### src/design/wft_pkg.sv
// Shared types and constants for the Wiegand frame transmitter.
// No dependencies; imported by every module of the block.
`default_nettype none

package wft_pkg;

   localparam int unsigned MAX_DATA_BITS = 62;
   localparam int unsigned FRAME_W       = 64;
   localparam int unsigned COUNT_W       = 6;
   localparam int unsigned CARD_W        = 62;
   localparam int unsigned PHASE_W       = 7;
   localparam int unsigned TICK_W        = 16;
   localparam int unsigned CSR_ADDR_W    = 4;
   localparam int unsigned CSR_DATA_W    = 32;

   // request operation codes
   localparam logic OP_TICK = 1'b0;
   localparam logic OP_SEND = 1'b1;

   // configuration register indexes
   localparam logic [1:0] REG_PULSE_LOW = 2'd0;
   localparam logic [1:0] REG_PULSE_GAP = 2'd1;
   localparam logic [1:0] REG_LEAD_IDLE = 2'd2;

   localparam logic [TICK_W-1:0] PULSE_LOW_RESET = 16'd100;
   localparam logic [TICK_W-1:0] PULSE_GAP_RESET = 16'd1500;
   localparam logic [TICK_W-1:0] LEAD_IDLE_RESET = 16'd10100;

   // line level codes: bit 0 = DATA0, bit 1 = DATA1
   localparam logic [1:0] LINES_IDLE     = 2'b11;
   localparam logic [1:0] LINES_ZERO_LOW = 2'b10;
   localparam logic [1:0] LINES_ONE_LOW  = 2'b01;

   typedef enum logic [1:0] {
      ERR_NONE      = 2'd0,
      ERR_TOO_LARGE = 2'd1,
      ERR_ODD       = 2'd2,
      ERR_BUSY      = 2'd3
   } err_type;

   typedef struct packed {
      logic [TICK_W-1:0] pulse_low;
      logic [TICK_W-1:0] pulse_gap;
      logic [TICK_W-1:0] lead_idle;
   } cfg_type;

   typedef struct packed {
      logic    line_zero;
      logic    line_one;
      logic    busy;
      logic    done;
      err_type error;
   } rsp_type;

endpackage

`default_nettype wire

### src/design/wft_csr.sv
// Configuration registers of the Wiegand transmitter, APB-style access.
// Depends on wft_pkg.
`default_nettype none

module wft_csr
   import wft_pkg::*;
(
   input  wire logic                  clock,
   input  wire logic                  reset,
   input  wire logic                  psel,
   input  wire logic                  penable,
   input  wire logic                  pwrite,
   input  wire logic [CSR_ADDR_W-1:0] paddr,
   input  wire logic [CSR_DATA_W-1:0] pwdata,
   output logic      [CSR_DATA_W-1:0] prdata,
   output logic                       pready,
   output cfg_type                    cfg
);

   cfg_type    cfg_ff, cfg_in;
   logic       wr_en;
   logic [1:0] reg_idx;

   assign pready  = 1'b1;
   assign wr_en   = psel && penable && pwrite;
   assign reg_idx = paddr[3:2];

   always_comb begin
      cfg_in = cfg_ff;
      if (wr_en) begin
         unique case (reg_idx)
            REG_PULSE_LOW: cfg_in.pulse_low = pwdata[TICK_W-1:0];
            REG_PULSE_GAP: cfg_in.pulse_gap = pwdata[TICK_W-1:0];
            REG_LEAD_IDLE: cfg_in.lead_idle = pwdata[TICK_W-1:0];
            default:       cfg_in = cfg_ff;
         endcase
      end
   end

   always_comb begin
      unique case (reg_idx)
         REG_PULSE_LOW: prdata = CSR_DATA_W'(cfg_ff.pulse_low);
         REG_PULSE_GAP: prdata = CSR_DATA_W'(cfg_ff.pulse_gap);
         REG_LEAD_IDLE: prdata = CSR_DATA_W'(cfg_ff.lead_idle);
         default:       prdata = '0;
      endcase
   end

   always_ff @(posedge clock) begin
      if (reset) begin
         cfg_ff.pulse_low <= PULSE_LOW_RESET;
         cfg_ff.pulse_gap <= PULSE_GAP_RESET;
         cfg_ff.lead_idle <= LEAD_IDLE_RESET;
      end else begin
         cfg_ff <= cfg_in;
      end
   end

   assign cfg = cfg_ff;

endmodule

`default_nettype wire

### src/design/wft_frame_build.sv
// Frame builder: masks the card number and adds the two half parities.
// Purely combinational; depends on wft_pkg.
`default_nettype none

module wft_frame_build
   import wft_pkg::*;
(
   input  wire logic [COUNT_W-1:0] bit_count,
   input  wire logic [CARD_W-1:0]  card_id,
   output logic      [FRAME_W-1:0] frame,
   output logic      [COUNT_W-1:0] top_idx,
   output logic      [PHASE_W-1:0] last_phase
);

   logic [FRAME_W-1:0] data_mask;
   logic [FRAME_W-1:0] half_mask;
   logic [FRAME_W-1:0] data;
   logic [COUNT_W-2:0] half;
   logic               upper_par;
   logic               lower_par;
   logic [PHASE_W:0]   phases_wide;

   assign half      = bit_count[COUNT_W-1:1];
   assign data_mask = ~({FRAME_W{1'b1}} << bit_count);
   assign half_mask = ~({FRAME_W{1'b1}} << half);
   assign data      = {{(FRAME_W-CARD_W){1'b0}}, card_id} & data_mask;
   // even parity over the upper half, odd parity over the lower half
   assign upper_par = ^(data & ~half_mask);
   assign lower_par = ^(data & half_mask);

   assign top_idx   = bit_count + COUNT_W'(1);
   assign frame     = (FRAME_W'(upper_par) << top_idx) | (data << 1) |
                      {{(FRAME_W-1){1'b0}}, ~lower_par};

   assign phases_wide = ((PHASE_W+1)'(bit_count) + (PHASE_W+1)'(2)) << 1;
   assign last_phase  = phases_wide[PHASE_W-1:0] - PHASE_W'(1);

endmodule

`default_nettype wire

### src/design/wft_engine.sv
// Frame sequencer state: validates send requests, runs the tick timer and
// drives the line levels. Depends on wft_pkg and wft_frame_build.
`default_nettype none

module wft_engine
   import wft_pkg::*;
(
   input  wire logic               clock,
   input  wire logic               reset,
   input  wire logic               step_en,
   input  wire logic               operation,
   input  wire logic [COUNT_W-1:0] bit_count,
   input  wire logic [CARD_W-1:0]  card_id,
   input  wire cfg_type            cfg,
   output rsp_type                 rsp
);

   logic [FRAME_W-1:0] frame_ff, frame_in;
   logic [COUNT_W-1:0] top_idx_ff, top_idx_in;
   logic [PHASE_W-1:0] phase_ff, phase_in;
   logic [PHASE_W-1:0] last_phase_ff, last_phase_in;
   logic [TICK_W-1:0]  timer_ff, timer_in;
   logic               sending_ff, sending_in;
   logic               in_lead_ff, in_lead_in;
   logic [1:0]         lines_ff, lines_in;

   logic [FRAME_W-1:0] new_frame;
   logic [COUNT_W-1:0] new_top_idx;
   logic [PHASE_W-1:0] new_last_phase;
   logic               cur_bit;
   logic               done;
   err_type            err;

   wft_frame_build u_frame_build (
      .bit_count  (bit_count),
      .card_id    (card_id),
      .frame      (new_frame),
      .top_idx    (new_top_idx),
      .last_phase (new_last_phase)
   );

   assign cur_bit = frame_ff[top_idx_ff];

   always_comb begin
      frame_in      = frame_ff;
      top_idx_in    = top_idx_ff;
      phase_in      = phase_ff;
      last_phase_in = last_phase_ff;
      timer_in      = timer_ff;
      sending_in    = sending_ff;
      in_lead_in    = in_lead_ff;
      lines_in      = lines_ff;
      done          = 1'b0;
      err           = ERR_NONE;

      if (operation == OP_SEND) begin
         priority if (bit_count > COUNT_W'(MAX_DATA_BITS)) begin
            err = ERR_TOO_LARGE;
         end else if (bit_count[0]) begin
            err = ERR_ODD;
         end else if (sending_ff) begin
            err = ERR_BUSY;
         end else begin
            frame_in      = new_frame;
            top_idx_in    = new_top_idx;
            last_phase_in = new_last_phase;
            phase_in      = '0;
            timer_in      = cfg.lead_idle;
            sending_in    = 1'b1;
            in_lead_in    = 1'b1;
            lines_in      = LINES_IDLE;
         end
      end else if (sending_ff) begin
         if (timer_ff > TICK_W'(1)) begin
            timer_in = timer_ff - TICK_W'(1);
         end else if (in_lead_ff && (phase_ff != '0)) begin
            // tail wait over: frame complete
            lines_in   = LINES_IDLE;
            sending_in = 1'b0;
            in_lead_in = 1'b0;
            phase_in   = '0;
            done       = 1'b1;
         end else begin
            in_lead_in = 1'b0;
            if (!phase_ff[0]) begin
               lines_in = cur_bit ? LINES_ONE_LOW : LINES_ZERO_LOW;
               timer_in = cfg.pulse_low;
               phase_in = phase_ff + PHASE_W'(1);
            end else begin
               lines_in = LINES_IDLE;
               timer_in = cfg.pulse_gap;
               frame_in = frame_ff << 1;
               if (phase_ff == last_phase_ff) begin
                  in_lead_in = 1'b1;
               end else begin
                  phase_in = phase_ff + PHASE_W'(1);
               end
            end
         end
      end
   end

   always_ff @(posedge clock) begin
      if (reset) begin
         frame_ff      <= '0;
         top_idx_ff    <= '0;
         phase_ff      <= '0;
         last_phase_ff <= '0;
         timer_ff      <= '0;
         sending_ff    <= 1'b0;
         in_lead_ff    <= 1'b0;
         lines_ff      <= LINES_IDLE;
      end else if (step_en) begin
         frame_ff      <= frame_in;
         top_idx_ff    <= top_idx_in;
         phase_ff      <= phase_in;
         last_phase_ff <= last_phase_in;
         timer_ff      <= timer_in;
         sending_ff    <= sending_in;
         in_lead_ff    <= in_lead_in;
         lines_ff      <= lines_in;
      end
   end

   assign rsp.line_zero = lines_in[0];
   assign rsp.line_one  = lines_in[1];
   assign rsp.busy      = sending_in;
   assign rsp.done      = done;
   assign rsp.error     = err;

endmodule

`default_nettype wire

### src/design/wiegand_frame_transmitter_top.sv
// Top level of the Wiegand frame transmitter: request/response pipeline,
// configuration port. Depends on wft_pkg, wft_csr and wft_engine.
`default_nettype none

// Usage notes
// - Request channel (req_*): operation 0 is one time tick, operation 1 a send
//   request carrying bit_count and card_id. Every request gives exactly one
//   response (rsp_*) with both line levels, busy, done and an error code.
// - Ticks come from a timebase; the block absorbs one request per cycle unless stalled.
// - Path: an accepted request is taken into the input register, processed
//   when the response slot is free, then registered in the response register.
// - Throughput: one request per cycle, sustained while responses are taken. The
//   single-pass step (frame build with half parities, timer and phase update)
//   sits between the input register and the response register.
// - Stall: when rsp_ready is low the response register holds; one more
//   request can wait in the input register, then req_ready drops until the
//   response is taken. Nothing is dropped or repeated.
// - Reset (synchronous, active high): lines high, no frame in progress,
//   pipeline empty, timing registers at 100 / 1500 / 10100 ticks.
// - Configuration: APB-style, registers at byte addresses 0, 4, 8
//   (pulse low, pulse gap, lead idle). Write only while idle; a new value
//   is used from the next timer load.

module wiegand_frame_transmitter_top
   import wft_pkg::*;
(
   input  wire logic                  clock,
   input  wire logic                  reset,
   // request channel
   input  wire logic                  req_valid,
   output logic                       req_ready,
   input  wire logic                  req_operation,
   input  wire logic [COUNT_W-1:0]    req_bit_count,
   input  wire logic [CARD_W-1:0]     req_card_id,
   // response channel
   output logic                       rsp_valid,
   input  wire logic                  rsp_ready,
   output logic                       rsp_line_zero,
   output logic                       rsp_line_one,
   output logic                       rsp_busy_res,
   output logic                       rsp_done_res,
   output logic [1:0]                 rsp_error_code,
   // configuration port
   input  wire logic                  psel,
   input  wire logic                  penable,
   input  wire logic                  pwrite,
   input  wire logic [CSR_ADDR_W-1:0] paddr,
   input  wire logic [CSR_DATA_W-1:0] pwdata,
   output logic      [CSR_DATA_W-1:0] prdata,
   output logic                       pready
);

   cfg_type cfg;
   rsp_type step_rsp;

   // input register
   logic               in_valid_ff, in_valid_in;
   logic               in_op_ff;
   logic [COUNT_W-1:0] in_count_ff;
   logic [CARD_W-1:0]  in_card_ff;

   // response register
   logic               out_valid_ff, out_valid_in;
   rsp_type            out_ff;

   logic req_take;
   logic advance;

   // a request moves from the input register into the response register
   // whenever the response slot is empty or being emptied this cycle
   assign advance   = in_valid_ff && (!out_valid_ff || rsp_ready);
   assign req_ready = !in_valid_ff || advance;
   assign req_take  = req_valid && req_ready;

   always_comb begin
      in_valid_in = in_valid_ff;
      if (req_take) begin
         in_valid_in = 1'b1;
      end else if (advance) begin
         in_valid_in = 1'b0;
      end
   end

   always_comb begin
      out_valid_in = out_valid_ff;
      if (advance) begin
         out_valid_in = 1'b1;
      end else if (rsp_ready) begin
         out_valid_in = 1'b0;
      end
   end

   always_ff @(posedge clock) begin
      if (reset) begin
         in_valid_ff  <= 1'b0;
         out_valid_ff <= 1'b0;
      end else begin
         in_valid_ff  <= in_valid_in;
         out_valid_ff <= out_valid_in;
      end
   end

   always_ff @(posedge clock) begin
      if (req_take) begin
         in_op_ff    <= req_operation;
         in_count_ff <= req_bit_count;
         in_card_ff  <= req_card_id;
      end
      if (advance) begin
         out_ff <= step_rsp;
      end
   end

   wft_csr u_csr (
      .clock   (clock),
      .reset   (reset),
      .psel    (psel),
      .penable (penable),
      .pwrite  (pwrite),
      .paddr   (paddr),
      .pwdata  (pwdata),
      .prdata  (prdata),
      .pready  (pready),
      .cfg     (cfg)
   );

   wft_engine u_engine (
      .clock     (clock),
      .reset     (reset),
      .step_en   (advance),
      .operation (in_op_ff),
      .bit_count (in_count_ff),
      .card_id   (in_card_ff),
      .cfg       (cfg),
      .rsp       (step_rsp)
   );

   assign rsp_valid      = out_valid_ff;
   assign rsp_line_zero  = out_ff.line_zero;
   assign rsp_line_one   = out_ff.line_one;
   assign rsp_busy_res   = out_ff.busy;
   assign rsp_done_res   = out_ff.done;
   assign rsp_error_code = out_ff.error;

endmodule

`default_nettype wire
### config.mk
export PLATFORM = sky130hd
export DESIGN_NAME = wiegand_frame_transmitter_top
export DESIGN_NICKNAME = d
export VERILOG_FILES = /design/src/design/wft_pkg.sv /design/src/design/wft_csr.sv /design/src/design/wft_frame_build.sv /design/src/design/wft_engine.sv /design/src/design/wiegand_frame_transmitter_top.sv
export SDC_FILE = /design/constraint.sdc
export NUM_CORES = 1
export LEC_CHECK = 0
export ABC_AREA = 0
export BUFFER_PORTS_ARGS = -buffer_cell sky130_fd_sc_hd__clkbuf_2
export CORE_ASPECT_RATIO = 1.2
export CORE_UTILIZATION = 40
export CTS_CLUSTER_DIAMETER = 100
export CTS_CLUSTER_SIZE = 25
export DETAILED_ROUTE_END_ITERATION = 6
export SYNTH_ARGS = -nofsm -noshare
export SYNTH_HDL_FRONTEND = slang
export SYNTH_SLANG_ARGS = --single-unit
### constraint.sdc
create_clock -name clock -period 3.3 [get_ports clock]
set_input_delay 0 -clock clock [delete_from_list [all_inputs] [get_ports clock]]
set_output_delay 0 -clock clock [all_outputs]
set_load 0.01 [all_outputs]
After elaboration in Yosys (flattened, before gate mapping)
Index checks and enable logic that the tools add are counted.
Storage, ports and cells
  logic and storage cells: 144
  register bits after elaboration: 229
Cells by class
  $lt $le $gt $ge: 3
  shifts and indexed selects: 3
  reductions and logical operators: 27
  bitwise operators: 13
  multiplexer cells: 60
  add/sub/neg operators: 5
  eq/ne operators: 10
Operator list (number)
  64-bit two-way mux: 8
  64-bit inverter: 3
  64-bit bitwise AND: 2
  16-bit two-way mux: 8
  64-bit parity: 2
  62-bit by 64-bit bitwise AND with 64-bit output: 1
  64-bit by 1-bit bitwise OR with 64-bit output: 1
  64-bit bitwise OR: 1
  1-bit by 6-bit left shift with 64-bit output: 1
  64-bit by 5-bit left shift with 64-bit output (first input constant): 1
  64-bit by 6-bit left shift with 64-bit output (first input constant): 1
  7-bit two-way mux: 9
  16-bit case mux with 3 select lines: 1
  1-bit two-way mux: 22
  2-bit two-way mux: 11
  16-bit by 1-bit > comparator with 1-bit output (second input constant): 1
  16-bit by 1-bit subtractor with 16-bit output (second input constant): 1
  6-bit AND reduction: 2
  2-bit inequality test (second input constant): 5
  8-bit AND reduction: 1
  2-bit nonzero test: 4
  7-bit by 1-bit adder with 7-bit output (second input constant): 1
  7-bit == test: 1
  6-bit by 7-bit < comparator with 1-bit output (second input constant): 1
  20 further kinds: 32

Longest topological paths before layout
Gate-level depths: netlist of run 1.
  depth after elaboration: 12
  mapped depth: 17

Cells and area by module
A second synthesis of run 1 with hierarchy kept.
Unflattened totals
  cell total of the unflattened synthesis: 1533
  area, all modules: 14403.8 um2
Modules (own cells, without submodules)
  wft_engine: area an instance 6068.3 um2, instances 1, cells each 666, sequential area each 2082.0 um2
  wft_frame_build: area an instance 3562.2 um2, instances 1, cells each 520, sequential area each 0.0 um2
  wft_csr: area an instance 2417.3 um2, instances 1, cells each 262, sequential area each 960.9 um2
  wiegand_frame_transmitter_top: area an instance 2356.0 um2, instances 1, cells each 85, sequential area each 2292.2 um2

Least setup slack after synthesis of run 1
OpenSTA, ideal clock, no wires.
  path kind: register to register
  start: register in_count_ff[3]
  end: register u_engine.frame_ff[21]
  required time: 3.169 ns
  data arrival time: 3.074 ns
  clock period less this slack: 3.205 ns
  path buffers: 4
  cell stages (with the launch flop): 17
  setup slack: 0.095 ns
  cells stage by stage: edfxtp_1 -> buf_6 -> buf_6 -> inv_1 -> buf_2 -> ha_1 -> nor2b_1 -> a211oi_2 -> xor2_1 -> xnor2_1 -> xnor2_1 -> xnor2_1 -> xnor2_1 -> xnor3_2 -> buf_6 -> a31oi_1 -> o31ai_1
Between the ends
  word-level cells in the longest chain between the ends: 12
  elaborated cells on any way between the ends: 19
  classes of those cells: add/sub: 1; order compare: 1; eq/ne: 1; shift: 3; mux: 4; bitwise: 7; reduce/logical: 2
Ends and longest elaborated chain
  start: declaration: RTL line wiegand_frame_transmitter_top.sv:59  | logic [COUNT_W-1:0] in_count_ff;
  start signal: assignment: RTL line wiegand_frame_transmitter_top.sv:106  | in_count_ff <= req_bit_count;
  64-bit by 6-bit left shift with 64-bit output or 64-bit by 5-bit left shift with 64-bit output (tied branches): RTL line wft_frame_build.sv:24, wft_frame_build.sv:25
  64-bit inverter (on tied branches): RTL line wft_frame_build.sv:24, wft_frame_build.sv:25
  62-bit by 64-bit bitwise AND with 64-bit output or 64-bit inverter (tied branches): RTL line wft_frame_build.sv:26, wft_frame_build.sv:28
  64-bit bitwise AND: RTL line wft_frame_build.sv:28  | assign upper_par = ^(data & ~half_mask);
  64-bit parity: RTL line wft_frame_build.sv:28
  1-bit by 6-bit left shift with 64-bit output: RTL line wft_frame_build.sv:32  | assign frame = (FRAME_W'(upper_par) << top_idx) | (data << 1) |
  64-bit bitwise OR: RTL line wft_frame_build.sv:32
  64-bit by 1-bit bitwise OR with 64-bit output: RTL line wft_frame_build.sv:32
  64-bit two-way mux: RTL line wft_engine.sv:61  | end else if (sending_ff) begin
  64-bit two-way mux: RTL line wft_engine.sv:59  | end else if (bit_count[0]) begin
  64-bit two-way mux: RTL line wft_engine.sv:57  | priority if (bit_count > COUNT_W'(MAX_DATA_BITS)) begin
  64-bit two-way mux: RTL line wft_engine.sv:56  | if (operation == OP_SEND) begin
  end signal: assignment: RTL line wft_engine.sv:114  | frame_ff <= frame_in;
  end: declaration: RTL line wft_engine.sv:18  | logic [FRAME_W-1:0] frame_ff, frame_in;
Several ways; a longest one is shown, not always the timed one. The select of a mux whose other input is x is not followed.
A chain may end at the register's enable or synchronous reset.

Worst setup path in the final report of run 1
  start: register in_count_ff[1]
  end: register u_engine.frame_ff[27]
The elaborated chain is that of the path after synthesis.

==> flow_summary.yaml, run 1 <==
outcome:
  status: "finished with violations"
  violations: "negative setup slack"
die:
  pin_count: 153
  initial_core_util_pct: 40.72
  dieArea_um2: 33560
  rows: 72
  die_y_um: 200.5
  fp.dieW_um: 167.4
  design.core.area_um2: 32250
routing:
  via_per_inst: 5.789
  drc: 0
  drt-initial-drc-count: 1165
  antenna_left: 0
  wire_per_inst_um: 21.04
  first_pass_iters: 5
  vias: 12720
  finalWirelength_um: 46230
clocking:
  cts_buffer_depth: 3
  cts_made_buffers: 13
  clock_sinks: 227
  ctsRootBufferMaster: "clkbuf_16"
  worstSkewPairLatency_ns: 0.51
  cts.htree.levels: 1
  cts_tree: "done"
  clk_pin_slew_ns: 0.10
power:
  clockPowerShare_pct: 24.3
  ir_drop_mv: 0.3882
  switchingPower_mw: 2.352
  p_leak_nw: 6.123
  pwr_density_cell_nw_per_um2: 435.6
  sw_frac_of_total_pct: 32.66
  seq_power_share_pct: 42.9
  intPower_mw: 4.850
  power_frac_comb_pct: 32.9
critical_path:
  cp_top_family: "XOR/XNOR gates"
  critPathMaxStageDelay_ns: 0.55
  critical_path_class: "flip-flop to flip-flop"
  cp.required_ns: 3.65
  startpoint_type: "flip-flop"
  crit_arrival_ns: 3.82
  worst_path_max_delay_cell: "xnor3_2"
  critPathMaxFanout: 7
  worstPathCellList: "ha_2, inv_2, ha_4, and2b_4, nand3_4, xor2_4, xnor2_2, o21ai_1, xor2_1, xnor2_1, xnor2_1, xnor3_2, clkbuf_16, a31oi_4, a211oi_2"
  crit_top_cell: "xnor2_1"
  path_buf_inv: 2
  crit_path_end_kind: "flip-flop"
grt:
  grt_max_degree: 55
  grt_pass1_wl_um: 69770
  grt_pass1_vias: 12090
  grtUsageTotal_pct: 26.69
  antenna_found_initial: 0
  overflow: 0
finish:
  nFillCells: 3049
  final_util_pct: 51.26
  area_delta_synth_final_pct: 25.89
  fin_cells: 2197
  insertedDiodeCount: 0
  final_nets: 1914
  drive_above_1_share_pct: 21.40
yosys:
  synthAdderAreaFrac_pct: 1.696
  synthFlopType: "dfxtp_1"
  synth.area.top_cells: "dfxtp_1 23%, edfxtp_1 17%, nand2_1 7.7%"
  yosysTopAreaCell: "dfxtp_1"
  netlist_area_um2: 13130
  ys.warnings.count: 0
  async_flop_share_pct: 0
  yosysMostFrequentCell: "nand2_1"
  synth_compound_area_share_pct: 20.06
  synth_mux_area_share_pct: 6.660
  ys_ff_latch: 227
  avgSynthCellArea_um2: 8.617
  syn_inst: 1524
  yosysUniqueCellTypes: 79
  synth_top_family_by_area: "compound AO/OA/AOI/OAI gates"
  yosysTopAreaCellShare_pct: 23.17
  synth.yosys.seq_area_share_pct: 40.32
  synth_xor_area_share_pct: 6.050
  synthSimpleGateAreaFrac_pct: 19.34
  synth_edf_count: 75
  yosys-top-cells-count: "269 x nand2_1, 152 x dfxtp_1, 131 x a21oi_1, 114 x nor2_1, 75 x edfxtp_1"
timing:
  final.setup.tns_ns: -3.644
  rsz0062_at_grt: "true"
  finalSetupViolCount: 32
  fmax_ghz: 0.2886
  slew_headroom_pct: 28.22
  layout_setup_ws_ns: -0.1654
  fin_crit_ns: 3.465
  fin_crit_sh_pct: 105.0
  holdWs_ns: 0.07176
  worstMarginPinSlew_ns: 1.068
  fin_skew_ns: 0.03728
  drv_slew: 0
  hold_violations: 0
placed_design:
  portBuffers: 117
  placed_cells: 2072
  gp_congestion: 0.9727
  dp_hpwl_um: 33120
run:
  cap_viol_max_count: 0
min_path:
  hp-class: "primary input to flip-flop"
area by class of cell:
class                      instances  area (um2)  share of cell area, %
clock buffer                      15       352.8                  2.134
clock inverter                     5       35.03                 0.2119
tap                              407       509.2                  3.080
timing repair buffer             356        2754                  16.66
inverter                          33       130.1                 0.7871
multi-input combinational       1154        7456                  45.10
sequential                       227        5295                  32.03
logic make-up after synthesis:
logic type / count (synthesis)
and+or+nand+nor: 565
AOI/OAI and AO/OA: 404
DFF: 227
buffers and inverters: 158
xor gates and xnor gates: 89
muxes: 61
adders and majority gates: 18
other: 2
stage by stage:
| stage | power (mW) | instance area (um2) | worst slack, ns |
|---|---|---|---|
| after floorplan | 4.258 | 13190 | 0.09486 |
| after global placement | 4.878 | 14770 | -0.07999 |
| after detailed placement | 4.875 | 14770 | -0.1240 |
| after CTS | 6.694 | 16120 | -0.09783 |
| after global routing | 7.439 | 16530 | -0.2639 |
| final | 7.201 | 16530 | -0.1654 |
worst paths after layout:
kind,startpoint,to,slack [ns],cells after the start
min,penable,u_csr.cfg[46],0.07,5
min reg2reg,u_engine.lines_ff[1],u_engine.lines_ff[1],0.46,2
max,in_count_ff[1],u_engine.frame_ff[27],-0.17,15
max reg2reg,in_count_ff[1],u_engine.frame_ff[27],-0.17,15
placed cells by master, fill, tap and decap left out, types with 8 or more instances in the layout:
cell / n
clkbuf_2: 116
nand2_1: 268
o211ai_1: 10
xor2_1: 29
nand4_1: 14
or3_1: 10
a21oi_1: 130
a311oi_1: 29
o21ai_0: 69
nor2b_1: 13
edfxtp_1: 75
a221oi_1: 14
and3_1: 10
conb_1: 17
dfxtp_1: 152
nand2b_1: 8
dlygate4sd3_1: 92
a211oi_1: 40
a31oi_1: 21
xnor2_1: 53
inv_1: 25
buf_4: 134
nor2_1: 112
mux4_2: 21
nand3_1: 61
clkbuf_16: 15
nor3_1: 20
o22ai_1: 14
mux2i_1: 39
a22oi_1: 8
metal layers:
layer / up-vias / track usage [%] / wire [um]
li1: 5991 / - / -
met1: 6046 / 33.33 / 18530
met2: 552 / 46.01 / 22660
met3: 130 / 2.366 / 2397
met4: 0 / 13.34 / 2644
met5: - / 0 / 0
state kept, by name (all words and copies together) (netlist names), 2 cells and up:
signal and flops:
u_csr.cfg 48, rsp_error_code 2, u_engine.phase_ff 7, u_engine.last_phase_ff 7, u_engine.frame_ff 64, u_engine.timer_ff 16
u_engine.top_idx_ff 4, in_card_ff 62, u_engine.lines_ff 2, in_count_ff 6
power by group through the flow:
stage	sequential [mW]	clock, mW	combinational [mW]
6_report	3.09	1.75	2.37
3_5_place_dp	3.14	0	1.73
4_1_cts	3.08	1.79	1.82
3_3_place_gp	3.14	0	1.73
5_1_grt	3.10	1.89	2.46
2_1_floorplan	3.11	0	1.15
worst reg2reg max path, delay by kind of cell (launching register included):
| kind | cells | cell delay [ns] |
|---|---|---|
| flops | 1 | 0.46 |
| simple gates | 2 | 0.40 |
| buf+inv | 2 | 0.27 |
| xor+xnor | 6 | 1.43 |
| compound gates | 3 | 0.35 |
| fa+ha+maj | 2 | 0.37 |
what timing repair did:
item	CTS	global route
hold buffers	92	0
pin swaps	7	23
gates resized for setup	7	60
endpoints found under the hold margin	119	0
buffers inserted	3	8
setup endpoints to repair	32	35
gates cloned	0	2
(Power assumes the default switching activity.)
==> run 2: changes to the inputs <==
- ABC_AREA: 0 -> 1
==> run 2 against run 1 <==
Net effect:
- register-to-register slack improved by 0.14 ns
- die area up 7.3%
- largest power group unchanged
- flip-flop and latch count unchanged
- synthesized cell count up 35%
- critical path depth is 9 higher
- non-clock buffer count down 11
- cell count is 27% higher
- fmax rose by 4.2%
- the flow still finishes with violations (negative setup slack)
- setup slack better by 0.14 ns
- core utilization increased by 0.23 points
==> flow_summary.yaml, run 2 <==
outcome:
  status: "finished with violations"
  violations: "negative setup slack"
die:
  die_y_um: 207.7
  rows: 74
  fp.dieW_um: 173.4
  initial_core_util_pct: 41.04
  dieArea_um2: 36000
  design.core.area_um2: 34350
  pin_count: 153
routing:
  first_pass_iters: 5
  wire_per_inst_um: 17.15
  vias: 14980
  drc: 0
  via_per_inst: 5.375
  antenna_left: 0
  drt-initial-drc-count: 1098
  finalWirelength_um: 47770
clocking:
  cts_buffer_depth: 3
  clk_pin_slew_ns: 0.10
  cts_made_buffers: 14
  worstSkewPairLatency_ns: 0.52
  cts_tree: "done"
  ctsRootBufferMaster: "clkbuf_16"
  clock_sinks: 227
  cts.htree.levels: 1
timing:
  holdWs_ns: 0.02090
  hold_violations: 0
  finalSetupViolCount: 1
  fmax_ghz: 0.3006
  fin_crit_sh_pct: 100.8
  drv_slew: 0
  fin_crit_ns: 3.327
  layout_setup_ws_ns: -0.02709
  slew_headroom_pct: 47.74
  fin_skew_ns: 0.02087
  worstMarginPinSlew_ns: 0.7830
  final.setup.tns_ns: -0.02709
  rsz0062_at_grt: "true"
yosys:
  synth_top_family_by_area: "simple AND/OR/NAND/NOR gates"
  synth.yosys.seq_area_share_pct: 37.56
  netlist_area_um2: 14100
  syn_inst: 2063
  avgSynthCellArea_um2: 6.833
  synthFlopType: "dfxtp_1"
  yosys-top-cells-count: "611 x nand2_1, 191 x nor2_1, 173 x inv_1, 169 x o21ai_0, 152 x dfxtp_1"
  ys_ff_latch: 227
  yosysTopAreaCellShare_pct: 21.59
  synth_compound_area_share_pct: 16.08
  synth_edf_count: 75
  synthAdderAreaFrac_pct: 1.509
  yosysUniqueCellTypes: 53
  async_flop_share_pct: 0
  yosysTopAreaCell: "dfxtp_1"
  ys.warnings.count: 0
  yosysMostFrequentCell: "nand2_1"
  synth.area.top_cells: "dfxtp_1 22%, nand2_1 16%, edfxtp_1 16%"
  synth_mux_area_share_pct: 0.2840
  synthSimpleGateAreaFrac_pct: 32.16
  synth_xor_area_share_pct: 3.293
critical_path:
  startpoint_type: "flip-flop"
  crit_arrival_ns: 3.78
  critPathMaxFanout: 8
  cp.required_ns: 3.75
  crit_path_end_kind: "flip-flop"
  critical_path_class: "flip-flop to flip-flop"
  r2r_slack_ns: -0.03
  reg2reg_depth: 24
placed_design:
  portBuffers: 117
  gp_congestion: 0.9748
  dp_hpwl_um: 34940
  dp_slack_ns: -0.09756
  placed_area_um2: 15780
finish:
  largest_register_ffs: 64
  final_util_pct: 51.49
  area_delta_synth_final_pct: 25.45
  final_nets: 2453
  mostFrequentLayoutCells: "561 x nand2_1, 170 x nor2_1, 167 x o21ai_0, 163 x inv_1, 152 x dfxtp_1"
  final_area_um2: 17690
  insertedDiodeCount: 0
  drive_above_1_share_pct: 19.53
  nFillCells: 3442
  layout_commonest_cell: "nand2_1"
  regMostFlops: "u_engine.frame_ff"
power:
  p_leak_nw: 7.859
  ir_drop_mv: 0.3272
  pwr_density_cell_nw_per_um2: 385.0
run:
  cap_viol_max_count: 0
grt:
  antenna_found_initial: 1
  overflow: 0
  grtUsageTotal_pct: 25.58
  grt_pass1_vias: 13840
  grt_pass1_wl_um: 73490
  grt_max_degree: 85
min_path:
  worstHoldPathCells: 2
  hp-class: "primary input to flip-flop"
## run 2: changes by cell type after synthesis, sizes merged, moves of 21 or more
| cell | delta |
|---|---|
| o21ai | +99 |
| nand3 | +77 |
| a311oi | -34 |
| mux2i | -35 |
| nor2 | +93 |
| inv | +145 |
| xnor2 | -30 |
| a211oi | -36 |
| mux4 | -21 |
| nand2 | +349 |
## run 2: area by class of cell
type                       instances  area, um2  share of cell area (%)
clock buffer                      17      382.9                   2.165
inverter                         189      716.9                   4.054
clock inverter                     5      47.55                  0.2688
timing repair buffer             345       2614                   14.78
multi-input combinational       1547       8059                   45.57
tap                              456      570.5                   3.226
sequential                       227       5295                   29.94
## run 2: worst max-delay path, cell delays in order, from the launching register on
cell and delay [ns]:
edfxtp_1 0.41, buf_6 0.15, ha_2 0.19, inv_2 0.06
ha_4 0.18, buf_4 0.14, o21ai_2 0.19, nand2_1 0.09
nor2_1 0.09, nand2_1 0.10, nand3_1 0.09, nand2_1 0.06
nand3_1 0.08, nand2_2 0.09, nor2_4 0.13, inv_1 0.06
nand2_2 0.07, nand3_2 0.12, nand2_8 0.14, nand4_1 0.16
nor2_2 0.20, nand3_1 0.11, nand2_2 0.14, nand2_2 0.06
a21oi_2 0.13
## run 2: report_power, final
group	leakage, nW	internal [mW]	switching (mW)	total, mW
clock network	0.213	0.859	1.03	1.89
registers	1.96	3.01	0.0925	3.10
logic	5.68	0.687	1.13	1.81
## run 2: final timing paths
| kind | start | end |
|---|---|---|
| max | in_count_ff[2] | u_engine.frame_ff[24] |
| min | reset | u_engine.timer_ff[0] |
| max reg2reg | in_count_ff[2] | u_engine.frame_ff[24] |
| min reg2reg | u_engine.timer_ff[7] | u_engine.timer_ff[7] |
## run 2: cells by family after synthesis
family	Yosys count
mux	4
xor+xnor	53
compound gates	397
flops	227
simple gates	1059
fa+ha+maj	17
other cells	2
buf+inv	304
## run 2: routing by layer
| metal | GRT usage, % | share of wire [%] | up-vias |
|---|---|---|---|
| li1 | - | - | 7321 |
| met1 | 32.54 | 42 | 7031 |
| met2 | 42.92 | 47 | 507 |
| met3 | 3.168 | 6.0 | 114 |
| met4 | 11.99 | 4.7 | 2 |
| met5 | 0 | 0.025 | - |
## run 2: repair_timing
| action | 4_1_cts | 5_1_grt |
|---|---|---|
| endpoints found under the setup margin | 24 | 60 |
| cloned | 0 | 0 |
| hold buffers | 89 | 0 |
| buffers inserted | 1 | 12 |
| gates resized for setup | 12 | 133 |
| endpoints found under the hold margin | 119 | 0 |
| pin swaps | 1 | 45 |
## run 2: metrics by stage
step | cells | power (mW)
after global placement | 2662 | 4.702
after floorplan | 2078 | 4.165
final | 2786 | 6.808
after CTS | 2774 | 6.704
after global routing | 2786 | 7.138
after detailed placement | 2662 | 4.718
==> run 3: changes to the inputs <==
- PLACE_DENSITY: default -> 0.56
==> run 3 against run 2 <==
Net effect:
- the flow now finishes without violations
- first-iteration DRC count increased by 15%
- cell count rose by 0.43%
- setup slack better by 0.11 ns
- non-clock buffer count up 9
- global-route usage rose by 0.57 points
- hold slack better by 0.076 ns
- critical path depth fell by 3
- clock-buffer cell count unchanged
- clock power grew 10%
- clock skew up 0.0077 ns
- register-to-register slack gained 0.11 ns
- die area unchanged
- highest routed layer is now met4
==> flow_summary.yaml, run 3 (same netlist as run 2, synthesis figures left out) <==
outcome:
  status: "completed"
timing:
  slew_headroom_pct: 47.75
  final.setup.tns_ns: 0
  rsz0062_at_grt: "true"
  hold_violations: 0
  fin_crit_sh_pct: 97.38
  fmax_ghz: 0.3112
  drv_slew: 0
  worstMarginPinSlew_ns: 0.7829
  fin_skew_ns: 0.02855
  finalSetupViolCount: 0
  fin_crit_ns: 3.214
die:
  fp.dieW_um: 173.4
  die_y_um: 207.7
  pin_count: 153
  rows: 74
  dieArea_um2: 36000
  design.core.area_um2: 34350
  initial_core_util_pct: 41.04
finish:
  nFillCells: 3356
  largest_register_ffs: 64
  layout_commonest_cell: "nand2_1"
  final_nets: 2463
  multi_input_area_um2: 8204
  area.sequential_um2: 5295
  area_delta_synth_final_pct: 28.21
  insertedDiodeCount: 0
  mostFrequentLayoutCells: "553 x nand2_1, 171 x nor2_1, 167 x o21ai_0, 161 x inv_1, 152 x dfxtp_1"
  final_util_pct: 52.62
  drive_above_1_share_pct: 20.79
  final_area_um2: 18070
  fin_cells: 2798
  regMostFlops: "u_engine.frame_ff"
critical_path:
  crit_arrival_ns: 3.67
  crit_path_end_kind: "flip-flop"
  startpoint_type: "flip-flop"
  critical_path_class: "flip-flop to flip-flop"
  cp.required_ns: 3.75
  r2r_slack_ns: 0.09
  critPathMaxFanout: 8
routing:
  wl_met3_um: 2625
  wl_met2_um: 23190
  first_pass_iters: 5
  drt-initial-drc-count: 1264
  wl_met1_um: 21030
  drc: 0
  antenna_left: 0
  vias: 14900
  highest_layer: "met4"
  via_per_inst: 5.325
  finalWirelength_um: 48720
  wire_per_inst_um: 17.41
clocking:
  cts.htree.levels: 1
  clk_pin_slew_ns: 0.10
  worstSkewPairLatency_ns: 0.54
  clock_sinks: 227
  cts_made_buffers: 15
  cts_buffer_depth: 3
  ctsRootBufferMaster: "clkbuf_16"
  cts_tree: "done"
power:
  ir_drop_mv: 0.4407
  p_leak_nw: 8.001
  p_total_mw: 7.071
  pwr_density_cell_nw_per_um2: 391.2
grt:
  overflow: 0
  grtUsageTotal_pct: 26.15
  antenna_found_initial: 0
  grt_pass1_vias: 13920
  grt_pass1_wl_um: 75180
  grt_max_degree: 64
placed_design:
  portBuffers: 117
  placed_cells: 2658
  gp_congestion: 0.9509
  dp_hpwl_um: 35430
  placed_area_um2: 15790
min_path:
  hp-class: "primary input to flip-flop"
run:
  cap_viol_max_count: 0
==> run 3: changes by cell type in the layout (fill, tap and decap cells not counted), moves of 4 or more <==
cell and delta:
nand2_1 -8, clkbuf_16 +4, ha_1 -4, inv_2 +4, nand2_2 +4, nand2_4 +4
nand3_4 +4
==> run 3: layer usage <==
layer,global-route usage (%),up-vias
met5,0,-
li1,-,7331
met3,2.839,87
met4,10.77,0
met2,44.04,486
met1,33.95,6994
==> run 3: what timing repair did <==
item                                   in CTS  in global routing
cloned                                      0                  3
setup endpoints to repair                  32                 64
gates resized for setup                     5                175
endpoints found under the hold margin     123                  0
hold buffers                               90                  0
buffers inserted                            1                 21
pin swaps                                   1                 44
==> run 3: worst paths after layout <==
kind | start | cells past startpoint | end
min reg2reg | u_csr.cfg[1] | 2 | u_csr.cfg[1]
max reg2reg | in_count_ff[2] | 21 | u_engine.frame_ff[16]
min | pwrite | 6 | u_csr.cfg[2]
max | in_count_ff[2] | 21 | u_engine.frame_ff[16]
==> run 3: cell type report <==
| class | count | area share (%) |
|---|---|---|
| sequential | 227 | 29.30 |
| multi-input combinational | 1547 | 45.39 |
| clock inverter | 8 | 0.5330 |
| tap | 456 | 3.157 |
| timing repair buffer | 354 | 15.41 |
| clock buffer | 17 | 2.236 |
| inverter | 189 | 3.980 |
==> run 3: per-stage QoR <==
stage	setup WS [ns]	hold WS, ns
after floorplan	0.3203	0.09887
after global placement	-0.07566	0.1769
after detailed placement	-0.09571	0.1786
after CTS	-0.01606	0.07712
after global routing	-0.2023	0.1354
final	0.08646	0.09669
==> run 3: worst max-delay path: stages (launching register included) <==
cell and delay [ns]:
edfxtp_1 0.44, buf_6 0.19, ha_2 0.21, nand2_2 0.11
buf_4 0.16, nor2_4 0.14, nand2_2 0.12, xnor2_2 0.20
nand3_1 0.10, nand2_1 0.13, nand2_2 0.08, nand2_1 0.08
nand3_1 0.08, nand2_2 0.15, nand3_4 0.11, nand2_8 0.12
nand4_1 0.16, nor2_2 0.16, nand3_1 0.09, nand2_1 0.13
nand2_2 0.08, a21oi_2 0.12
==> run 3: report_power, final <==
part / switching [mW] / internal (mW)
clock: 1.13 / 0.943
combinational: 1.16 / 0.735
sequential: 0.0941 / 3.01
total: 2.38 / 4.69
